==> src/hw/rtl/rws_pkg.sv <==
package rws_pkg;

    localparam int POPULATION           = 2048;
    localparam int WEIGHT_FRACTION_BITS = 16;

    localparam int COST_W   = 16;
    localparam int RANDOM_W = 16;
    localparam int IDX_W    = $clog2(POPULATION);
    localparam int CNT_W    = $clog2(POPULATION + 1);
    localparam int WEIGHT_W = WEIGHT_FRACTION_BITS + 1;
    localparam int TOTAL_W  = $clog2(POPULATION) + WEIGHT_FRACTION_BITS + 1;
    localparam int PROD_W   = RANDOM_W + TOTAL_W;
    localparam int STEP_W   = $clog2(WEIGHT_W + 1);

    localparam logic [WEIGHT_W-1:0] WEIGHT_UNITY = WEIGHT_W'(1) << WEIGHT_FRACTION_BITS;

    typedef enum logic [1:0] {
        CMD_CLEAR  = 2'd0,
        CMD_LOAD   = 2'd1,
        CMD_SELECT = 2'd2
    } cmd_t;

    typedef struct packed {
        logic              start;
        logic [COST_W-1:0] divisor;
    } div_req_t;

    typedef struct packed {
        logic                busy;
        logic                done;
        logic [WEIGHT_W-1:0] quotient;
    } div_status_t;

endpackage

==> src/hw/rtl/rws_divider.sv <==
module rws_divider
    import rws_pkg::*;
(
    input  logic        aclk,
    input  logic        aresetn,
    input  div_req_t    req,
    output div_status_t status
);

    logic [COST_W-1:0]   rem_reg, rem_next;
    logic [WEIGHT_W-1:0] quot_reg, quot_next;
    logic [COST_W-1:0]   divisor_reg, divisor_next;
    logic [STEP_W-1:0]   step_reg, step_next;
    logic                busy_reg, busy_next;
    logic                done_reg, done_next;
    logic [COST_W:0]     trial;
    logic                bit_in;
    logic                qbit;

    // Dividend is one followed by fraction-bit zeros; feed it MSB first.
    always_comb begin
        bit_in       = (step_reg == '0);
        trial        = {rem_reg, bit_in};
        qbit         = (trial >= {1'b0, divisor_reg});
        rem_next     = rem_reg;
        quot_next    = quot_reg;
        divisor_next = divisor_reg;
        step_next    = step_reg;
        busy_next    = busy_reg;
        done_next    = 1'b0;
        if (req.start) begin
            rem_next     = '0;
            quot_next    = '0;
            divisor_next = req.divisor;
            step_next    = '0;
            busy_next    = 1'b1;
        end else if (busy_reg) begin
            rem_next  = qbit ? COST_W'(trial - {1'b0, divisor_reg}) : COST_W'(trial);
            quot_next = {quot_reg[WEIGHT_W-2:0], qbit};
            step_next = step_reg + STEP_W'(1);
            if (step_reg == STEP_W'(WEIGHT_W - 1)) begin
                busy_next = 1'b0;
                done_next = 1'b1;
            end
        end
    end

    always_ff @(posedge aclk) begin
        rem_reg     <= rem_next;
        quot_reg    <= quot_next;
        divisor_reg <= divisor_next;
        step_reg    <= step_next;
        if (!aresetn) begin
            busy_reg <= 1'b0;
            done_reg <= 1'b0;
        end else begin
            busy_reg <= busy_next;
            done_reg <= done_next;
        end
    end

    assign status.busy     = busy_reg;
    assign status.done     = done_reg;
    assign status.quotient = quot_reg;

endmodule

==> config.mk <==
export PLATFORM = sky130hd
export DESIGN_NAME = rws_divider
export DESIGN_NICKNAME = d
export VERILOG_FILES = /design/src/hw/rtl/rws_pkg.sv /design/src/hw/rtl/rws_divider.sv
export SDC_FILE = /design/constraint.sdc
export NUM_CORES = 1
export LEC_CHECK = 0
export BUFFER_PORTS_ARGS = -buffer_cell sky130_fd_sc_hd__buf_4
export CORE_ASPECT_RATIO = 1.75
export CORE_MARGIN = 5
export CORE_UTILIZATION = 34
export DETAILED_ROUTE_END_ITERATION = 8
export MAX_ROUTING_LAYER = met4
export SLEW_MARGIN = 20
export SYNTH_ARGS = -nofsm -noshare
export SYNTH_HDL_FRONTEND = slang
export SYNTH_SLANG_ARGS = --single-unit
==> constraint.sdc <==
create_clock -name aclk -period 2.94 [get_ports aclk]
set_input_delay 0.294 -clock aclk [delete_from_list [all_inputs] [get_ports aclk]]
set_output_delay 0.294 -clock aclk [all_outputs]
set_load 0.1 [all_outputs]
; Yosys cells after proc, flatten, opt, wreduce, memory -nomap -nowiden
; Cells that the tools add are included.
[op_classes]
n_addsub = 2
n_lt_le_gt_ge = 1
n_eq_ne = 1
muxes = 5
bitwise = 2
reduce_logical = 2
[ops]
columns = operator, n
row1 = >= comparator 17 x 16 -> 1 bit, 1
row2 = 2-to-1 mux 16 bit, 1
row3 = subtractor 16 bit, 1
row4 = "adder 5 x 1 -> 5 bit, second input constant", 1
row5 = "equality test 5 bit, second input constant", 1
row6 = zero test 5 bit, 1
row7 = 2-to-1 mux 1 bit, 4
row8 = OR reduction 3 bit, 1
row9 = inverter 1 bit, 2
[totals]
reg_bits = 56
input_bits = 19
wordCells = 19

; Depth between registers and ports, before layout
[logic_depth]
ltp_word = 4
mapped_depth = 12
ltp_nobuf = 12

; Worst setup path after synthesis
; Ideal clock, no wire load.
[synth_timing]
kind = reg-to-reg
startpoint = register step_reg[0]
endpoint = register rem_reg[14]
arrival_ns = 2.303
required_time_ns = 2.824
slack_ns = 0.520
path_stages_with_launch = 13
n_path_buf = 0
period_less_slack_ns = 2.420
cell_sequence = dfxtp_1 -> inv_1 -> ha_1 -> nand3b_1 -> ha_1 -> fa_1 -> nand2b_1 -> a21oi_1 -> nor3_1 -> o31ai_1 -> a21oi_1 -> xnor2_1 -> a31o_2
[synth_between]
elab_chain_cells = 3
[synth_rtl]
columns = element, line_no
row1 = start: declaration, rws_divider.sv:13  ; logic [STEP_W-1:0] step_reg, step_next;
row2 = start signal: assignment, rws_divider.sv:52  ; step_reg <= step_next;
row3 = zero test 5 bit (*), rws_divider.sv:22  ; bit_in = (step_reg == '0);
row4 = subtractor 16 bit or >= comparator 17 x 16 -> 1 bit (tied branches), "rws_divider.sv:38, rws_divider.sv:24"
row5 = 2-to-1 mux 16 bit (*), rws_divider.sv:38  ; rem_next = qbit ? COST_W'(trial - {1'b0, divisor_reg}) : COST_W'(trial);
row6 = end signal: assignment, rws_divider.sv:49  ; rem_reg <= rem_next;
row7 = end: declaration, rws_divider.sv:10  ; logic [COST_W-1:0] rem_reg, rem_next;
; Every way passes the cells marked *; elsewhere a longest branch is shown, timed or not.
; A chain may end at the register's enable or synchronous reset.

; Worst setup path in the final report
; Same ends and word-level chain as after synthesis.

==> results.json <==
{
  "synthDistinctLibCells": 49,
  "final_core_util_pct": 41.1,
  "rsz0062_at_grt": "no",
  "max_cap_viol_count": 0,
  "gp_congestion": 0.925,
  "synth_top_cell_area_share_pct": 26.8,
  "clk_pin_slew_ns": 0.08,
  "timing.final.ws_setup_ns": 0.242,
  "finalHoldViolCount": 0,
  "synth_edf_count": 16,
  "clock-sinks": 56,
  "netlist_top_cells_count": "nor2_1 (49), dfxtp_1 (40), mux2i_1 (25)",
  "grt_pass1_vias": 2283,
  "fillers": 846,
  "powerDensity_nw_per_um2": 552,
  "syn_to_final_growth_pct": 18.5,
  "power_leakage_nw": 1.52,
  "ant_nets": 0,
  "vias": 2282,
  "multi_input_area_um2": 1550,
  "ir_drop_mv": 0.450,
  "async_flop_share_pct": 0,
  "hold_buffers": 0,
  "yosys-top-cells-area": "dfxtp_1 (27%), edfxtp_1 (16%), mux2i_1 (8.4%)",
  "dp_hpwl_um": 4930,
  "initial_core_util_pct": 34.6,
  "post_cts_resized": 0,
  "hold_ws_ns": 0.166,
  "synth.most_common_cell": "nor2_1",
  "drive_gt1_share_pct": 18.3,
  "cp-end-kind": "flip-flop",
  "finalSetupTns_ns": 0,
  "fin_crit_ns": 2.70,
  "finalSetupViolCount": 0,
  "cts_htree_levels": 2,
  "fin_skew_ns": 0.0106,
  "fin_nets": 381,
  "drt-vias-per-instance": 4.95,
  "grt_pass1_wl_um": 10800,
  "portBuffers": 37,
  "slew_headroom_pct": 72.3,
  "cp_max_fo": 4,
  "grt_max_degree": 39,
  "ys_seq_area_share_pct": 42.9,
  "drc": 0,
  "cp-start-kind": "flip-flop",
  "clk_path_buf_depth": 2,
  "syn_nets": 346,
  "first_pass_iters": 4,
  "preCtsSetupSlack_ns": 0.252,
  "cp.arrival_ns": 2.89,
  "fmax_ghz": 0.371,
  "power.total_mw": 1.95,
  "worst_pin_slew_ns": 0.411,
  "synth_ff_type": "dfxtp_1",
  "largest_reg_flops": 17,
  "slew_violations": 0,
  "synth.largest_area_cell": "dfxtp_1",
  "post-route-period-util_pct": 91.8,
  "ff2ff_setup_slack_ns": 0.24,
  "post_drt_wl_per_cell_um": 13.9,
  "worstSetupPathType": "flip-flop to flip-flop",
  "clkLatencyLatePin_ns": 0.30,
  "avgSynthCellArea_um2": 9.69,
  "antenna_found_initial": 0,
  "yosys_warnings": 0,
  "regArea_um2": 1280,
  "timing.hold.worst.class": "input pin to flip-flop",
  "coreArea_um2": 8610,
  "routed_wirelength_um": 6400,
  "syn-instance-count": 308,
  "worstPathRequired_ns": 3.13,
  "synth-seq-cells": 56,
  "pin_count": 38,
  "outcome": "completed",
  "globalRouteOverflowTotal": 0,
  "die_x_um": 80.8,
  "root_buffer": "clkbuf_16",
  "syn_area_um2": 2980,
  "cts_tree": "done",
  "diodes": 0,
  "grt_usage_pct": 13.2,
  "die-area_um2": 10800,
  "post_cts_buffers": 0,
  "fp.dieH_um": 134,
  "cts_inserted_buffers": 5,
  "drt_first_iter_violations": 102,
  "std_cell_rows": 45
}
[layer usage]
| layer | GRT usage (%) | part of all wire [%] | wire length [um] |
|---|---|---|---|
| met5 | - | 0 | 0 |
| met4 | 5.64 | 2.6 | 167 |
| met3 | 2.22 | 2.5 | 160 |
| met2 | 24.4 | 57 | 3640 |
| met1 | 13.1 | 38 | 2430 |
[cell usage in the layout, fill, tap and decap left out, drive strengths merged, types with 2 or more instances in the layout]
cell type  count
o21ai          8
o21a           2
o211ai         3
ha            18
nand4          5
xor2           6
a211oi        12
o2111ai        3
a31o           3
nand2b         6
buf           42
mux2i         25
inv           23
clkinv         3
a21o           5
a31oi          3
nand2          7
or3            2
and3           3
nand3          6
o31ai          4
nor2          49
nor3           3
a21oi         17
xnor2         11
dfxtp         40
edfxtp        16
clkbuf         5
[where the power goes]
part | switching (mW) | internal, mW | leakage [nW] | total [mW]
clock | 0.279 | 0.319 | 0.0742 | 0.599
combinational | 0.276 | 0.205 | 0.963 | 0.481
sequential | 0.0329 | 0.839 | 0.483 | 0.872
total | 0.588 | 1.36 | 1.52 | 1.95
[logic make-up after synthesis]
logic type               synth area share (%)
AO/OA/AOI/OAI                            16.5
XOR/XNOR                                 4.99
adder cells (fa/ha/maj)                  8.22
buffers and inverters                    5.37
flip-flops                               42.9
multiplexers                             8.89
AND/OR/NAND/NOR                          13.1
[worst paths after layout]
path | to | startpoint | cells past startpoint
setup reg to reg | rem_reg[14] | step_reg[0] | 12
hold / removal | divisor_reg[1] | req[1] | 1
setup / recovery | rem_reg[14] | step_reg[0] | 12
hold reg to reg | quot_reg[16] | quot_reg[16] | 2
[cell type report]
class / count / area share (%)
multi-input cells: 215 / 43.7
flip-flops and latches: 56 / 36.3
repair buffers: 42 / 9.27
well taps: 117 / 4.14
clock buffers: 5 / 3.54
inverters: 23 / 2.44
clock inverters: 3 / 0.637
[per-stage QoR]
stage | instances | cell area (um2)
final | 461 | 3540
after global routing | 461 | 3540
after CTS | 461 | 3530
after detailed placement | 453 | 3390
after global placement | 453 | 3390
after floorplan | 308 | 2980
[critical path: stages (launching register included)]
cell	delay, ns
dfxtp_1	0.35
inv_1	0.07
ha_1	0.17
nand3b_1	0.10
ha_1	0.21
fa_1	0.39
nand2b_1	0.19
a21oi_2	0.19
nor3_1	0.10
o31ai_1	0.29
a21oi_1	0.12
xnor2_1	0.15
a31o_2	0.24
No activity file was read; power rests on OpenSTA's default activity.
